**config.mk**
```make
export PLATFORM = sky130hd
export DESIGN_NAME = imu_frame_decoder
export DESIGN_NICKNAME = d
export VERILOG_FILES = /design/src/design/imufd_pkg.sv /design/src/design/imufd_yaw_red.sv /design/src/design/imu_frame_decoder.sv
export SDC_FILE = /design/constraint.sdc
export NUM_CORES = 2
export LEC_CHECK = 0
export BUFFER_PORTS_ARGS = -buffer_cell sky130_fd_sc_hd__buf_4
export CORE_AREA = 5 5 386 388
export CTS_CLUSTER_DIAMETER = 100
export DETAILED_ROUTE_END_ITERATION = 7
export DIE_AREA = 0 0 391 393
export GPL_TIMING_DRIVEN = 1
export HOLD_SLACK_MARGIN = 0.15
export SYNTH_ARGS = -nofsm -noshare
export SYNTH_HDL_FRONTEND = slang
export SYNTH_SLANG_ARGS = --single-unit
export TNS_END_PERCENT = 20
```
**constraint.sdc**
```tcl
create_clock -name clk -period 28.8 [get_ports clk]
set_clock_uncertainty 0.1 [all_clocks]
set_input_delay 0 -clock clk [delete_from_list [all_inputs] [get_ports clk]]
set_output_delay 0 -clock clk [all_outputs]
set_load 0.01 [all_outputs]
```
**src/design/imufd_pkg.sv**
```systemverilog
package imufd_pkg;

	localparam int WIN_LEN = 22;
	localparam logic [7:0] MARK_HEAD = 8'h7B;
	localparam logic [7:0] MARK_TAIL = 8'h7D;

	localparam int HALF_TURN = 11796480;
	localparam int FULL_TURN = 23592960;

	// A full turn is 45 * 2**19 units, so whole turns are bits 19 up divided by 45.
	localparam int TURN_SHIFT = 19;
	localparam int TURN_UNITS = 45;
	localparam int RECIP_SHIFT = 20;
	localparam int RECIP_UNITS = 23302;

	localparam logic [15:0] GAIN_RESET = 16'd200;

	localparam int ADDR_W = 3;
	localparam logic REG_YAW_GAIN = 1'b0;

	typedef struct packed {
		logic signed [15:0] supply_mv;
		logic signed [15:0] rate_z;
		logic signed [15:0] rate_y;
		logic signed [15:0] rate_x;
		logic signed [15:0] accel_z;
		logic signed [15:0] accel_y;
		logic signed [15:0] accel_x;
	} frame_t;

	// One yaw step reduced to less than a full turn, with the sign of the raw step.
	typedef struct packed {
		logic               neg;
		logic               zero;
		logic signed [25:0] q;
	} yaw_step_t;

endpackage

```
**src/design/imufd_yaw_red.sv**
```systemverilog
module imufd_yaw_red (
	input  logic                     clk,
	input  logic                     en,
	input  logic signed [15:0]       rate_z,
	input  logic [15:0]              gain,
	output imufd_pkg::yaw_step_t     step
);
	import imufd_pkg::*;

	logic signed [32:0] p_s2;
	logic signed [32:0] mag;
	logic [11:0]        x;
	logic               neg_s3;
	logic               zero_s3;
	logic [18:0]        m_lo_s3;
	logic [11:0]        x_s3;
	logic [26:0]        kmul_s3;
	logic [6:0]         k;
	logic [11:0]        d;
	logic [24:0]        rem;
	yaw_step_t          step_s4;

	assign mag = p_s2[32] ? -p_s2 : p_s2;
	assign x   = mag[30:TURN_SHIFT];

	always_ff @(posedge clk) begin
		if (en) begin
			p_s2    <= rate_z * $signed({1'b0, gain});
			neg_s3  <= p_s2[32];
			zero_s3 <= (p_s2 == '0);
			m_lo_s3 <= mag[TURN_SHIFT-1:0];
			x_s3    <= x;
			kmul_s3 <= 27'(x) * 27'(RECIP_UNITS);
			step_s4 <= '{neg: neg_s3, zero: zero_s3, q: neg_s3 ? -$signed({1'b0, rem})
				: $signed({1'b0, rem})};
		end
	end

	// Whole turns by reciprocal; exact for every 12-bit turn index
	assign k   = kmul_s3[26:RECIP_SHIFT];
	assign d   = x_s3 - 12'(k) * 12'(TURN_UNITS);
	assign rem = {d[5:0], m_lo_s3};

	assign step = step_s4;

endmodule

```
**src/design/imu_frame_decoder.sv**
```systemverilog
// Byte-stream frame decoder for an inertial sensor. One received byte is taken per
// word on the slave side, one per clock when the master side keeps up; s_tready drops
// only while a decoded frame sits in the output register untaken. A frame (0x7B at the
// oldest of the last 22 bytes, 0x7D at the newest) goes through stages s1 to s4 and
// the output register to the master side. The yaw accumulator updates per frame from
// a step that a three-stage multiply and turn-reduction pipeline prepares ahead of it,
// so back-to-back overlapping frames sustain one per cycle while the master side keeps
// up. yaw_step_gain (address 0) must be written only while no frame is in flight.
module imu_frame_decoder (
	input  logic                            clk,
	input  logic                            arst_n,
	input  logic                            s_tvalid,
	output logic                            s_tready,
	input  logic [7:0]                      s_tdata,   // [7:0] rx_byte
	output logic                            m_tvalid,
	input  logic                            m_tready,
	// [15:0] accel_x, [31:16] accel_y, [47:32] accel_z, [63:48] rate_x,
	// [79:64] rate_y, [95:80] rate_z, [111:96] supply_mv, [136:112] yaw_angle
	output logic [143:0]                    m_tdata,
	input  logic                            psel,
	input  logic                            penable,
	input  logic                            pwrite,
	input  logic [imufd_pkg::ADDR_W-1:0]    paddr,
	input  logic [31:0]                     pwdata,
	output logic [31:0]                     prdata,
	output logic                            pready
);
	import imufd_pkg::*;

	localparam logic signed [26:0] HALF27 = 27'(HALF_TURN);
	localparam logic signed [26:0] FULL27 = 27'(FULL_TURN);

	logic [15:0]        gain_q;
	logic [7:0]         win_q [1:WIN_LEN-1];
	logic [4:0]         fill_q;
	logic               en;
	logic               accept;
	logic               hit;
	frame_t             fr_in;
	frame_t             fr_s1, fr_s2, fr_s3, fr_s4;
	logic               v_s1, v_s2, v_s3, v_s4;
	yaw_step_t          step_s4;
	logic signed [24:0] yaw_q;
	logic signed [26:0] r;
	logic signed [24:0] yaw_nx;
	frame_t             out_fr_q;
	logic signed [24:0] out_yaw_q;
	logic               out_v_q;

	// Configuration
	assign pready = 1'b1;
	assign prdata = (paddr[2] == REG_YAW_GAIN) ? {16'd0, gain_q} : 32'd0;

	always_ff @(posedge clk or negedge arst_n) begin
		if (!arst_n) begin
			gain_q <= GAIN_RESET;
		end else if (psel && penable && pwrite && paddr[2] == REG_YAW_GAIN) begin
			gain_q <= pwdata[15:0];
		end
	end

	// Whole pipeline advances together; stall only on a held result
	assign en       = !out_v_q || m_tready;
	assign s_tready = en;
	assign accept   = s_tvalid && en;

	// Fields of the window after this word shifts in
	always_comb begin
		fr_in.accel_x   = {win_q[2], win_q[3]};
		fr_in.accel_y   = {win_q[4], win_q[5]};
		fr_in.accel_z   = {win_q[6], win_q[7]};
		fr_in.rate_x    = {win_q[8], win_q[9]};
		fr_in.rate_y    = {win_q[10], win_q[11]};
		fr_in.rate_z    = {win_q[12], win_q[13]};
		fr_in.supply_mv = {win_q[20], win_q[21]};
	end

	assign hit = (fill_q >= 5'(WIN_LEN - 1)) && (win_q[1] == MARK_HEAD)
		&& (s_tdata == MARK_TAIL);

	always_ff @(posedge clk) begin
		if (accept) begin
			for (int i = 1; i < WIN_LEN - 1; i++) begin
				win_q[i] <= win_q[i+1];
			end
			win_q[WIN_LEN-1] <= s_tdata;
		end
	end

	always_ff @(posedge clk or negedge arst_n) begin
		if (!arst_n) begin
			fill_q <= '0;
		end else if (accept && fill_q != 5'(WIN_LEN)) begin
			fill_q <= fill_q + 5'd1;
		end
	end

	always_ff @(posedge clk or negedge arst_n) begin
		if (!arst_n) begin
			v_s1 <= 1'b0;
			v_s2 <= 1'b0;
			v_s3 <= 1'b0;
			v_s4 <= 1'b0;
		end else if (en) begin
			v_s1 <= s_tvalid && hit;
			v_s2 <= v_s1;
			v_s3 <= v_s2;
			v_s4 <= v_s3;
		end
	end

	always_ff @(posedge clk) begin
		if (en) begin
			fr_s1 <= fr_in;
			fr_s2 <= fr_s1;
			fr_s3 <= fr_s2;
			fr_s4 <= fr_s3;
		end
	end

	imufd_yaw_red u_yaw_red (
		.clk    (clk),
		.en     (en),
		.rate_z (fr_s1.rate_z),
		.gain   (gain_q),
		.step   (step_s4)
	);

	// One fold back into range; an exact half turn keeps the side of the raw step
	assign r = 27'(yaw_q) + 27'(step_s4.q);

	always_comb begin
		yaw_nx = 25'(r);
		if (step_s4.zero) begin
			yaw_nx = yaw_q;
		end else if (!step_s4.neg) begin
			if (r > HALF27) begin
				yaw_nx = 25'(r - FULL27);
			end else if (r == -HALF27) begin
				yaw_nx = 25'(HALF27);
			end
		end else begin
			if (r < -HALF27) begin
				yaw_nx = 25'(r + FULL27);
			end else if (r == HALF27) begin
				yaw_nx = 25'(-HALF27);
			end
		end
	end

	always_ff @(posedge clk or negedge arst_n) begin
		if (!arst_n) begin
			yaw_q   <= '0;
			out_v_q <= 1'b0;
		end else if (en) begin
			out_v_q <= v_s4;
			if (v_s4) begin
				yaw_q <= yaw_nx;
			end
		end
	end

	always_ff @(posedge clk) begin
		if (en && v_s4) begin
			out_fr_q  <= fr_s4;
			out_yaw_q <= yaw_nx;
		end
	end

	assign m_tvalid = out_v_q;
	assign m_tdata  = {7'd0, out_yaw_q, out_fr_q};

	a_yaw_range: assert property (@(posedge clk) disable iff (!arst_n)
		(27'(yaw_q) >= -HALF27) && (27'(yaw_q) <= HALF27))
		else $error("yaw accumulator out of range");

	a_out_yaw: assert property (@(posedge clk) disable iff (!arst_n)
		m_tvalid |-> (out_yaw_q == yaw_q))
		else $error("output yaw differs from accumulator");

	a_fill: assert property (@(posedge clk) disable iff (!arst_n)
		v_s1 |-> (fill_q == 5'(WIN_LEN)))
		else $error("frame detected before window filled");

endmodule
```
# Word-level counts from Yosys, hierarchy flattened
# Memories as Yosys holds them, arrays and structs flattened.
# Cells that the tools add are included.
# op_classes
n_addsub	7
mul	3
magnitude_cmp	3
eq_ne	5
muxes	11
bitwise_logic	1
n_reduce_logical	13
# ops
cell	n
25-bit two-way mux	7
27-bit by 25-bit == test with 1-bit output (second input constant)	2
33-bit logical NOT	1
16-bit by 17-bit multiplier with 33-bit output	1
31-bit two-way mux	1
31-bit negator	1
25-bit by 26-bit adder with 27-bit output	1
27-bit by 25-bit > comparator with 1-bit output (second input constant)	1
27-bit by 25-bit less-than comparator with 1-bit output (second input constant)	1
12-bit by 14-bit multiplier with 26-bit output (second input constant)	1
25-bit negator with 26-bit output	1
25-bit adder (second input constant)	1
25-bit subtractor (second input constant)	1
8-bit by 7-bit == test with 1-bit output (second input constant)	2
16-bit two-way mux	1
1-bit logical AND	9
7-bit by 6-bit multiplier with 6-bit output (second input constant)	1
6-bit subtractor	1
5-bit by 1-bit adder with 5-bit output (second input constant)	1
5-bit greater-or-equal comparator (second input constant)	1
5-bit inequality test (second input constant)	1
1-bit two-way mux	2
2-bit AND reduction	1
1-bit logical NOT	1
other kinds (2)	2
# word_totals
register_bits	750
mem_bits_rw	168
inputBits	50
output_inout_bits	179
elab_cells	98
mem_count	1
# mem_list
name	depth	width	read_ports	rd_clocked_by_memory_dff	write_ports	line_no	rtl
win_q	21	8	21	0	21	imu_frame_decoder.sv:34	logic [7:0] win_q [1:WIN_LEN-1];

# Logic depth before layout (Yosys ltp)
# depth
ltp_word	6
ltp_mapped	27
depth_no_buf	27

# Hierarchy
# Synthesis repeated with hierarchy kept, for this count alone.
# unflattened
cells_unflattened	2929
area_unflattened_um2	43177.7
# by_module_without_submodules
module	n_inst	cells_per_inst	area_per_inst_um2	seq_area_each_um2
imu_frame_decoder	1	1350	27680.3	23891.7
imufd_yaw_red	1	1579	15497.4	2822.7

# Least setup slack after synthesis
# No wires, ideal clock.
# synth_path
kind	reg-to-reg
start	register out_v_q, in the netlist m_tvalid
end	register yaw_q[18]
setup_ns	0.134
arrival_time_ns	21.648
t_required_ns	28.566
slack_ns	6.917
stages_incl_launch_ff	9
n_path_buf	3
synth_period_minus_slack_ns	21.883
cell_sequence	dfrtp_1 nand2b_1 clkbuf_1 nand2_1 inv_1 and2_1 buf_6 buf_6 a22oi_2
# synth_via
elab_chain_cells	3
# synth_lines
item	line_no	rtl
start: declaration	imu_frame_decoder.sv:48	logic out_v_q;
start signal: assignment	imu_frame_decoder.sv:156	out_v_q <= v_s4;
1-bit logical NOT	imu_frame_decoder.sv:63	assign en = !out_v_q || m_tready;
1-bit logical OR	imu_frame_decoder.sv:63	
named net s_tready	imu_frame_decoder.sv:13	output logic s_tready,
2-bit AND reduction (no line)	-	
end signal: assignment	imu_frame_decoder.sv:158	yaw_q <= yaw_nx;
end: declaration	imu_frame_decoder.sv:43	logic signed [24:0] yaw_q;
# The timed path passes the listed nets, and every way through them passes these cells.
# A chain may end at the register's enable or synchronous reset.

# Worst setup path in the final report
# layout_path
start	register u_yaw_red.p_s2[10]
end	register u_yaw_red.kmul_s3[25], data pin
# layout_via
elab_chain_cells	3
# layout_lines
item	line_no	rtl
start: declaration	imufd_yaw_red.sv:10	logic signed [32:0] p_s2;
start signal: assignment	imufd_yaw_red.sv:28	p_s2 <= rate_z * $signed({1'b0, gain});
31-bit negator	imufd_yaw_red.sv:23	assign mag = p_s2[32] ? -p_s2 : p_s2;
31-bit two-way mux	imufd_yaw_red.sv:23	
12-bit by 14-bit multiplier with 26-bit output	imufd_yaw_red.sv:33	kmul_s3 <= 27'(x) * 27'(RECIP_UNITS);
end signal: assignment	imufd_yaw_red.sv:33	
end: declaration	imufd_yaw_red.sv:17	logic [26:0] kmul_s3;
# Every way passes these cells.

==> metrics.md <==
| Metric | Value |
|---|---|
| Status | `finished, final reports clean` |
| Layout cells sized above 1 | `11.9%` |
| Initial antenna violation count | `1` |
| Global-route wire length before repair | `125,000 um` |
| Core Rows | `140` |
| Via count | `22,647` |
| Cell area after synthesis | `between 40,000 and 50,000 um^2` |
| WL/cell | `approximately 15 um` |
| Largest net degree at the start of global routing | `139` |
| Max Fclk | `129 MHz` |
| DIE HEIGHT | `393 um` |
| Fin. Hold Viols | `0` |
| CP required | `29.16 ns` |
| Crit Path Max Fanout | `5` |
| Max-Cap Viols | `0` |
| Root Driver | `clkbuf_16` |
| # clock sinks | `898` |
| Vias in the first global route | `between 20,000 and 25,000` |
| Max H-tree Level | `3` |
| Seq/Total Area, Yosys | `about three fifths` |
| Final wirelength | `78,500 um` |
| Area of the core | `around 150,000 um^2` |
| Slew Viols, Final | `0` |
| Final setup viols | `0` |
| CTS clk-pin slew, worst paths | `0.06 ns` |
| Worst Hold End | `prdata[10]` |
| Antenna violation net count after detailed routing | `0` |
| Ports | `229` |
| Most common cell after layout, fill and taps aside | `edfxtp_1` |
| Clock Tree Buf Depth | `3` |
| Multi-input gate area | `between 10,000 and 15,000 um^2` |
| Remaining DRCs | `0` |
| Core Util, Final | `34.7%` |
| Hold WC Path Type | `in -> out` |
| Primary FF master, synth | `edfxtp_1` |
| Final nets | `~3,700` |
| Synthesized area per cell | `14.8 um^2` |
| Async SR Flop Fraction | `5.68%` |
| Routability cong. | `a little over 0.8` |
| Total grt overflow | `0` |
| Hold path depth | `3` |
| Worst setup SP type | `register` |
| Number of port buffers | `186` |
| First DRT Iteration DRCs | `1,355` |
| Flop and latch count out of synthesis | `898` |
| Worst Max-Slew Pin Slew | `1.07 ns` |
| CTS tree | `built` |
| Total track usage | `10.2%` |
| Total CTS buffers | `88` |
| Min-delay src | `paddr[2]` |
| Final min period | `7.77 ns` |
| Post-synth cell types | `103` |
| Worst path arrival time | `8.13 ns` |
| Die width | `391 um` |
| Die area | `154,000 um^2` |
| Fillers | `approximately 14,000` |
| FF-to-FF setup slack | `21.03 ns` |
| Layout area overhead | `16.2%` |
| Post-Layout Cell Count | `5,191` |
| DP Cell Count | `roughly 5,000` |
| Most frequent cells in the layout | `847 x edfxtp_1, 395 x inv_1, 241 x ha_1` |
| Unrepaired setup endpoints after global routing | `no` |
| CP Class | `reg -> reg` |
| Setup tns final | `0 ns` |
| Synth Instances | `2,918` |
| Clk Latency, worst-skew pair | `0.68 ns` |
| Top cells by area, synth | `edfxtp_1 59%, fa_1 11%, ha_1 7.0%, inv_1 3.4%, dfrtp_1 2.8%` |
| Slew HR | `29.0%` |
| Area leader, netlist | `edfxtp_1` |
| CP Capture Type | `register` |
| N_diodes | `0` |
| Vias per cell | `4.36` |
| Worst r2r path cells | `26` |
| Synth warn | `0` |
| Drt pass-1 iters | `5` |
| Post-synth top area share | `58.8%` |
| Final Cycle Share | `27.0%` |
| Number of flops mapped to enable cells by yosys | `around 850` |
| Worst reg2reg startpoint | `u_yaw_red.p_s2[10]` |
| Reg2reg end | `u_yaw_red.kmul_s3[25]` |
| Post-CTS sizing | `0` |
| Final HPWL DP | `roughly 55,000 um` |
| Initial Utilization | `between 20% and 30%` |
| Seq. cell area | `26,700 um^2` |
-- routing by layer --
| layer | up-vias | track usage [%] | wire length [um] |
|---|---|---|---|
| li1 | 10779 | - | - |
| met1 | 11322 | 14.7 | 37800 |
| met2 | 440 | 15.3 | 34700 |
| met3 | 106 | 2.56 | 4540 |
| met4 | 0 | 2.71 | 1480 |
| met5 | - | 0 | 0 |
-- cell type report --
| type | instances | area share [%] |
|---|---|---|
| Clock buffer | 111 | 4.64 |
| Clock inverter | 45 | 0.849 |
| Inverter | 398 | 2.98 |
| Multi-Input combinational cell | 1551 | 29.2 |
| Sequential cell | 898 | 53.1 |
| Tap cell | 1917 | 4.77 |
| Timing Repair Buffer | 271 | 4.45 |
-- synth_stat cells, types with 6 or more instances --
master	number
a211oi_1	6
a21o_1	23
a21oi_1	57
a22o_1	29
a31oi_1	10
and2_1	134
and3_1	14
buf_4	29
clkbuf_1	54
dfrtp_1	48
edfxtp_1	847
fa_1	234
ha_1	241
inv_1	396
mux2_2	21
nand2_1	187
nand2b_1	21
nand3_1	21
nand4_1	18
nand4b_1	6
nor2_1	67
nor2b_1	21
nor3_1	20
nor4_1	9
o2111ai_1	7
o211ai_1	9
o21a_1	17
o21ai_0	51
o21ai_1	7
o21bai_1	17
o31a_1	6
o31ai_1	23
o41ai_1	6
or3_1	15
xnor2_1	100
xor2_1	26
-- logic make-up (layout without fill, tap and decap cells) --
group	Yosys count	count (layout)	share of synthesized area [%]
buffers and inverters	491	825	4.56
and+or+nand+nor	572	572	7.04
other	2	24	0.0174
muxes	26	26	0.691
DFF	898	898	61.7
AOI/OAI and AO/OA	327	327	5.56
xor gates and xnor gates	127	127	2.59
adders and majority gates	475	475	17.8
-- worst max-delay path, stage by stage (launching register included) --
cell and delay [ns]:
edfxtp_1 0.45, or4_4 0.60, nor4_2 0.20, nand2b_1 0.19, or4_1 0.44, or3_1 0.37, nand2b_1 0.19, or4_1 0.43
nand2_1 0.12, xor2_2 0.23, inv_1 0.12, ha_1 0.34, inv_1 0.09, ha_1 0.24, fa_1 0.52, fa_1 0.54
inv_1 0.05, fa_1 0.53, inv_1 0.04, ha_1 0.26, nand4_1 0.09, a21oi_1 0.25, o2111ai_1 0.26, a311oi_1 0.41
o21a_1 0.19, nor2_1 0.05, xnor2_1 0.25
-- per-stage QoR --
stage	hold slack, ns	worst slack, ns	instance area (um^2)
2_1_floorplan	-0.396	6.92	43300
3_5_place_dp	0.0379	21.09	46800
3_3_place_gp	0.0312	21.15	46800
4_1_cts	0.217	21.05	50300
6_report	0.295	21.03	50300
5_1_grt	0.313	20.60	50300
-- registers in the layout, summed over array words and instances, names as in the netlist --
name and count:
fr_s4 112, gain_q 16, u_yaw_red.neg_s3 1, u_yaw_red.p_s2 33
v_s2 1, out_yaw_q 25, fr_s3 112, m_tdata 112
v_s4 1, win_q 168, v_s3 1, fr_s1 112
u_yaw_red.step 28, fill_q 5, m_tvalid 1, u_yaw_red.m_lo_s3 19
fr_s2 112, u_yaw_red.zero_s3 1, u_yaw_red.x_s3 6, u_yaw_red.kmul_s3 6
v_s1 1, yaw_q 25
-- worst max path at each step --
stage,start,to,cells after the start
after CTS,u_yaw_red.p_s2[10],u_yaw_red.kmul_s3[25],26
after floorplan,m_tvalid,yaw_q[18],8
final,u_yaw_red.p_s2[10],u_yaw_red.kmul_s3[25],26
after global routing,u_yaw_red.p_s2[10],u_yaw_red.kmul_s3[25],26
after detailed placement,u_yaw_red.p_s2[10],u_yaw_red.kmul_s3[25],26
after global placement,u_yaw_red.p_s2[10],u_yaw_red.kmul_s3[25],26
-- what timing repair did --
| action | in CTS | in global routing |
|---|---|---|
| buffers inserted | 0 | 0 |
| hold buffers | 69 | 0 |
| endpoints found under the hold margin | 169 | 0 |
Power is not shown: default switching activity piles up to over one toggle a cycle in this logic, so the estimate is an artifact.
